`src/rtl/rau_pkg.sv`:
```
// ----------------------------------------------------------------------------
// Rational arithmetic unit package
// Operation codes, sequencer state codes and widths shared by the RTL files.
// ----------------------------------------------------------------------------
`default_nettype none

package rau_pkg;

   localparam int NUM_W = 32;
   localparam int DEN_W = 31;
   localparam int WIDE_W = 64;

   localparam logic [2:0] OP_ADD = 3'd0;
   localparam logic [2:0] OP_SUB = 3'd1;
   localparam logic [2:0] OP_MUL = 3'd2;
   localparam logic [2:0] OP_DIV = 3'd3;
   localparam logic [2:0] OP_GT  = 3'd4;
   localparam logic [2:0] OP_LT  = 3'd5;
   localparam logic [2:0] OP_EQ  = 3'd6;
   localparam logic [2:0] OP_NE  = 3'd7;

   localparam logic [2:0] S_IDLE = 3'd0;
   localparam logic [2:0] S_MUL  = 3'd1;
   localparam logic [2:0] S_SUM  = 3'd2;
   localparam logic [2:0] S_GCD  = 3'd3;
   localparam logic [2:0] S_DIV  = 3'd4;
   localparam logic [2:0] S_DONE = 3'd5;

endpackage

`default_nettype wire

```
`src/rtl/rau_mul.sv`:
```
// ----------------------------------------------------------------------------
// Rational arithmetic unit multiplier
// Signed 32 x 32 multiply with a registered 64-bit product.
// ----------------------------------------------------------------------------
`default_nettype none

module rau_mul (
   input  logic                              clock,
   input  logic signed [rau_pkg::NUM_W-1:0]  mul_a,
   input  logic signed [rau_pkg::NUM_W-1:0]  mul_b,
   output logic signed [rau_pkg::WIDE_W-1:0] mul_p
);
   import rau_pkg::*;

   logic signed [WIDE_W-1:0] prod_ff;
   logic signed [WIDE_W-1:0] prod_in;

   assign prod_in = WIDE_W'(mul_a * mul_b);
   assign mul_p = prod_ff;

   always_ff @(posedge clock) begin
      prod_ff <= prod_in;
   end

endmodule

`default_nettype wire

```
`config.mk`:
```
export PLATFORM = sky130hd
export DESIGN_NAME = rau_mul
export DESIGN_NICKNAME = d
export VERILOG_FILES = /design/src/rtl/rau_pkg.sv /design/src/rtl/rau_mul.sv
export SDC_FILE = /design/constraint.sdc
export NUM_CORES = 2
export LEC_CHECK = 0
export BUFFER_PORTS_ARGS = -buffer_cell sky130_fd_sc_hd__buf_2
export CAP_MARGIN = 40
export CORE_AREA = 2 2 252 254
export DETAILED_ROUTE_END_ITERATION = 16
export DIE_AREA = 0 0 254 256
export PLACE_DENSITY = 0.85
export SYNTH_ARGS = -nofsm -noshare
export SYNTH_HDL_FRONTEND = slang
export SYNTH_SLANG_ARGS = --single-unit
```
`constraint.sdc`:
```
create_clock -name clock -period 15.59 [get_ports clock]
set_clock_uncertainty 0.2 [all_clocks]
set_input_delay 1.559 -clock clock [delete_from_list [all_inputs] [get_ports clock]]
set_output_delay 1.559 -clock clock [all_outputs]
set_load 0.05 [all_outputs]
```
# --- Word level (Yosys, flattened, before mapping) ---
# Index checks and enable logic that the tools add are counted.
totals:
  regBits: 64
  wordCells: 2
classes:
  multipliers: 1
op_table:
  columns: ["operator", "count"]
  rows:
  - ["32-bit by 32-bit multiplier with 64-bit output", 1]

# --- Depth between registers and ports, before layout ---
logic_depth:
  ltp_word: 1
  mapped_depth: 28
  depth_no_buf: 26

# --- Least setup slack after synthesis ---
# OpenSTA, ideal clock, no wires.
synth_path:
  path_type: "input to register"
  startpoint: "input mul_b[2] in the netlist's numbering"
  endpoint: "register prod_ff[63] (netlist: mul_p[63])"
  setup_ns: 0.121
  arrival_ns: 8.782
  t_required_ns: 15.269
  path_slack_ns: 6.488
  stages: 25
  path_buffers: 2
  path_cell_list: "clkbuf_1 -> nand2_1 -> inv_1 -> fa_1 -> fa_1 -> fa_1 -> fa_1 -> inv_1 -> fa_1 -> inv_1 -> fa_1 -> inv_1 -> fa_1 -> inv_1 -> fa_1 -> ha_1 -> clkbuf_1 -> nand4_1 -> or3_1 -> o21ai_0 -> a211oi_2 -> o32ai_1 -> nor2_1 -> a31o_2 -> xnor2_1"
synth_via:
  elab_chain_cells: 1
synth_rtl:
  columns: ["item", "line", "rtl"]
  rows:
  - ["start, declared", "rau_mul.sv:10", "input logic signed [rau_pkg::NUM_W-1:0] mul_b,"]
  - ["32-bit by 32-bit multiplier with 64-bit output", "rau_mul.sv:18", "assign prod_in = WIDE_W'(mul_a * mul_b);"]
  - ["named net prod_in[63]", "rau_mul.sv:16", "logic signed [WIDE_W-1:0] prod_in;"]
  - ["end signal, assigned", "rau_mul.sv:22", "prod_ff <= prod_in;"]
  - ["end, declared", "rau_mul.sv:15", "logic signed [WIDE_W-1:0] prod_ff;"]
# The timed path passes the listed nets, and every way through them passes these cells.

# --- Worst setup path after layout ---
layout_path:
  startpoint: "input mul_a[31] in the netlist's numbering"
  endpoint: "register prod_ff[63] (netlist: mul_p[63])"
layout_via:
  elab_chain_cells: 1
layout_rtl:
  columns: ["item", "line", "rtl"]
  rows:
  - ["start, declared", "rau_mul.sv:9", "input logic signed [rau_pkg::NUM_W-1:0] mul_a,"]
  - ["32-bit by 32-bit multiplier with 64-bit output", "rau_mul.sv:18", null]
  - ["named net prod_in[63]", "rau_mul.sv:16", null]
# The timed path passes the listed nets, and every way through them passes these cells.

==> out/qor.yml <==
yosys:
  yosysMostFrequentCell: "fa_1"
  syn_inst: 3949
  syn-cell-area_um2: 37640
  yosysSeqAreaShare: 0.03404
  postSynthAreaPerCell_um2: 9.531
  synth_top_area_cell: "fa_1"
  synth-seq-cells: 64
  yosys_most_used_dff: "dfxtp_1"
  yosysWarningCount: 0
  yosys.cell_types.count: 70
  synthesis.nets: 5280
  synthArstFlopShare: 0
  netlist.area_leader.share: 0.5755
  synth.top_cells.by_count: "fa_1, inv_1, nand2_1"
  synth-edff-count: 0
  ys_top_cells_by_area: "fa_1, inv_1, and2_1, ha_1, nand2_1"
finish:
  largest_register_ffs: 64
  register_area_um2: 1281
  area_growth_pct: 3.404
  fin_nets: 5210
  multi_input_area_um2: 31970
  fillerInstances: 5018
  layout-drive-gt1-share: 0.04815
floorplanning:
  placeableCoreArea_um2: 62390
  io_pins: 129
  die-height_um: 256
  rows: 92
  fp.dieArea_um2: 65020
  initial_utilization: 0.6033
  die_w_um: 254
critical_path:
  cp.required_ns: 15.61
  critPathLaunchType: "input port"
  path_max_fanout: 32
  worstPathArrival_ns: 9.80
  slowest_stage: "fa_1"
  critPathMostFrequentCell: "fa_1"
  cp_top_family: "adder cells"
  worstSetupPathType: "in -> reg"
  path_buf_inv: 8
  cp-end-kind: "flip-flop"
  cpPeakStageDelay_ns: 0.82
detailed_routing:
  wirelength_mm: 94.00
  postRouteAntennaNets: 0
  drtIter0Drc: 1707
  vias: 26646
  dr.pass1.iters: 5
  via_per_inst: 5.630
  wl_per_cell_um: 19.86
  drc: 0
clock_tree:
  cts_sinks: 64
  cts_resized: 0
  h-tree-depth: 3
  cts_buffer_depth: 2
  postCtsSetupBuffers: 0
  cts_buffers: 9
  cts_tree: "built"
  cts.reportedPaths.clkPinSlew_ns: 0.06
  root_buffer: "clkbuf_16"
  holdBufCountCts: 0
grt:
  met3_usage: 0.04587
  use_met2: 0.5260
  grt.total_usage: 0.3066
  grt-ovfl-total: 0
  top_usage_layer: "met2"
  antenna_found_initial: 3
  grt_pass1_vias: 30113
  grt_max_degree: 33
  grt_pass1_wl_mm: 154.6
  use_met1: 0.3639
sta:
  drv_slew: 0
  fin_crit_sh: 0.6272
  worst_pin_slew_ns: 0.8638
  period_minus_slack_ns: 9.779
  setup_violations: 0
  hold_viol_final: 0
  rsz0062_at_grt: "false"
  setup-tns-final_ns: 0
  maxSlewHeadroom: 0.4241
  fmax_mhz: 102.3
min_path:
  hp-start: "mul_a[0]"
  hold_end: "mul_p[0]"
  whs_path_depth: 3
  min_path_type: "in -> reg"
place:
  hpwlAfterDp_mm: 77.63
  portBuffers: 128
  gp_congestion: 0.9436
run_status:
  status: "finished, final reports clean"
job:
  max_cap_violations: 0
## layout make-up
class,count,area share
Antenna cell,3,0.0001929
Clock buffer,10,0.006140
Clock inverter,6,0.002958
Inverter,949,0.09153
Multi-Input combinational cell,2722,0.8214
Sequential cell,64,0.03292
Tap cell,846,0.02720
Timing Repair Buffer,133,0.01762
## stage by stage
step                utilization  cell area (µm²)  hold slack (ns)  worst slack [ns]  instances
floorplan                     -            37640            1.486             6.488       3949
global placement         0.6178            38540            1.829             5.660       4713
detailed placement       0.6180            38560            1.827             5.451       4714
CTS                      0.6237            38910            1.648             5.802       4730
global route             0.6237            38910            1.665             5.256       4731
finish                   0.6238            38920            1.671             5.811       4733
## logic make-up after synthesis
logic type	count (synthesis)	synth area share
AO/OA/AOI/OAI	204	0.03843
XOR/XNOR	74	0.01722
adder cells (fa/ha/maj)	1266	0.6367
buffers and inverters	1163	0.1166
flip-flops	64	0.03404
AND/OR/NAND/NOR	1178	0.1571
## cell usage in the layout, fill, tap and decap left out, types with 3 or more instances in the layout
cell / netlist / final
fa_1: 1082 / 1082
inv_1: 949 / 949
nand2_1: 524 / 524
and2_1: 513 / 513
ha_1: 184 / 184
buf_2: 10 / 128
dfxtp_1: 64 / 64
a21oi_1: 63 / 63
nor2_1: 61 / 61
xnor2_1: 52 / 52
o21ai_0: 36 / 36
a21o_1: 33 / 33
xor2_1: 22 / 22
nand3_1: 17 / 17
nand2b_1: 13 / 13
nand4_1: 11 / 11
and3_1: 9 / 9
clkbuf_16: 0 / 9
nor2b_1: 8 / 8
nor3_1: 7 / 7
a211o_1: 5 / 5
a21oi_2: 5 / 5
o211ai_1: 5 / 5
a31oi_1: 5 / 5
o21a_1: 4 / 4
a211oi_2: 4 / 4
o21bai_1: 4 / 4
buf_4: 0 / 4
diode_2: 0 / 3
or3_1: 3 / 3
a31o_2: 3 / 3
o21ai_1: 3 / 3
bufinv_16: 0 / 3
## worst max path at each step
stage	end	slack (ns)	cells past startpoint	from
6_report	mul_p[63]	5.81	26	mul_a[31]
2_1_floorplan	mul_p[63]	6.49	25	mul_b[2]
5_1_grt	mul_p[63]	5.26	26	mul_a[31]
4_1_cts	mul_p[63]	5.80	26	mul_a[31]
3_3_place_gp	mul_p[63]	5.66	24	mul_b[2]
3_5_place_dp	mul_p[63]	5.45	26	mul_a[31]
## metal layers
layer	share of wire	routed length, µm
met3	0.074	6942
met2	0.51	48310
met5	0	0
met4	0.075	7095
met1	0.34	31660
Power is left out: the tool's default activity adds up to more than one toggle a clock period on the data nets, which glitch-free logic cannot reach.
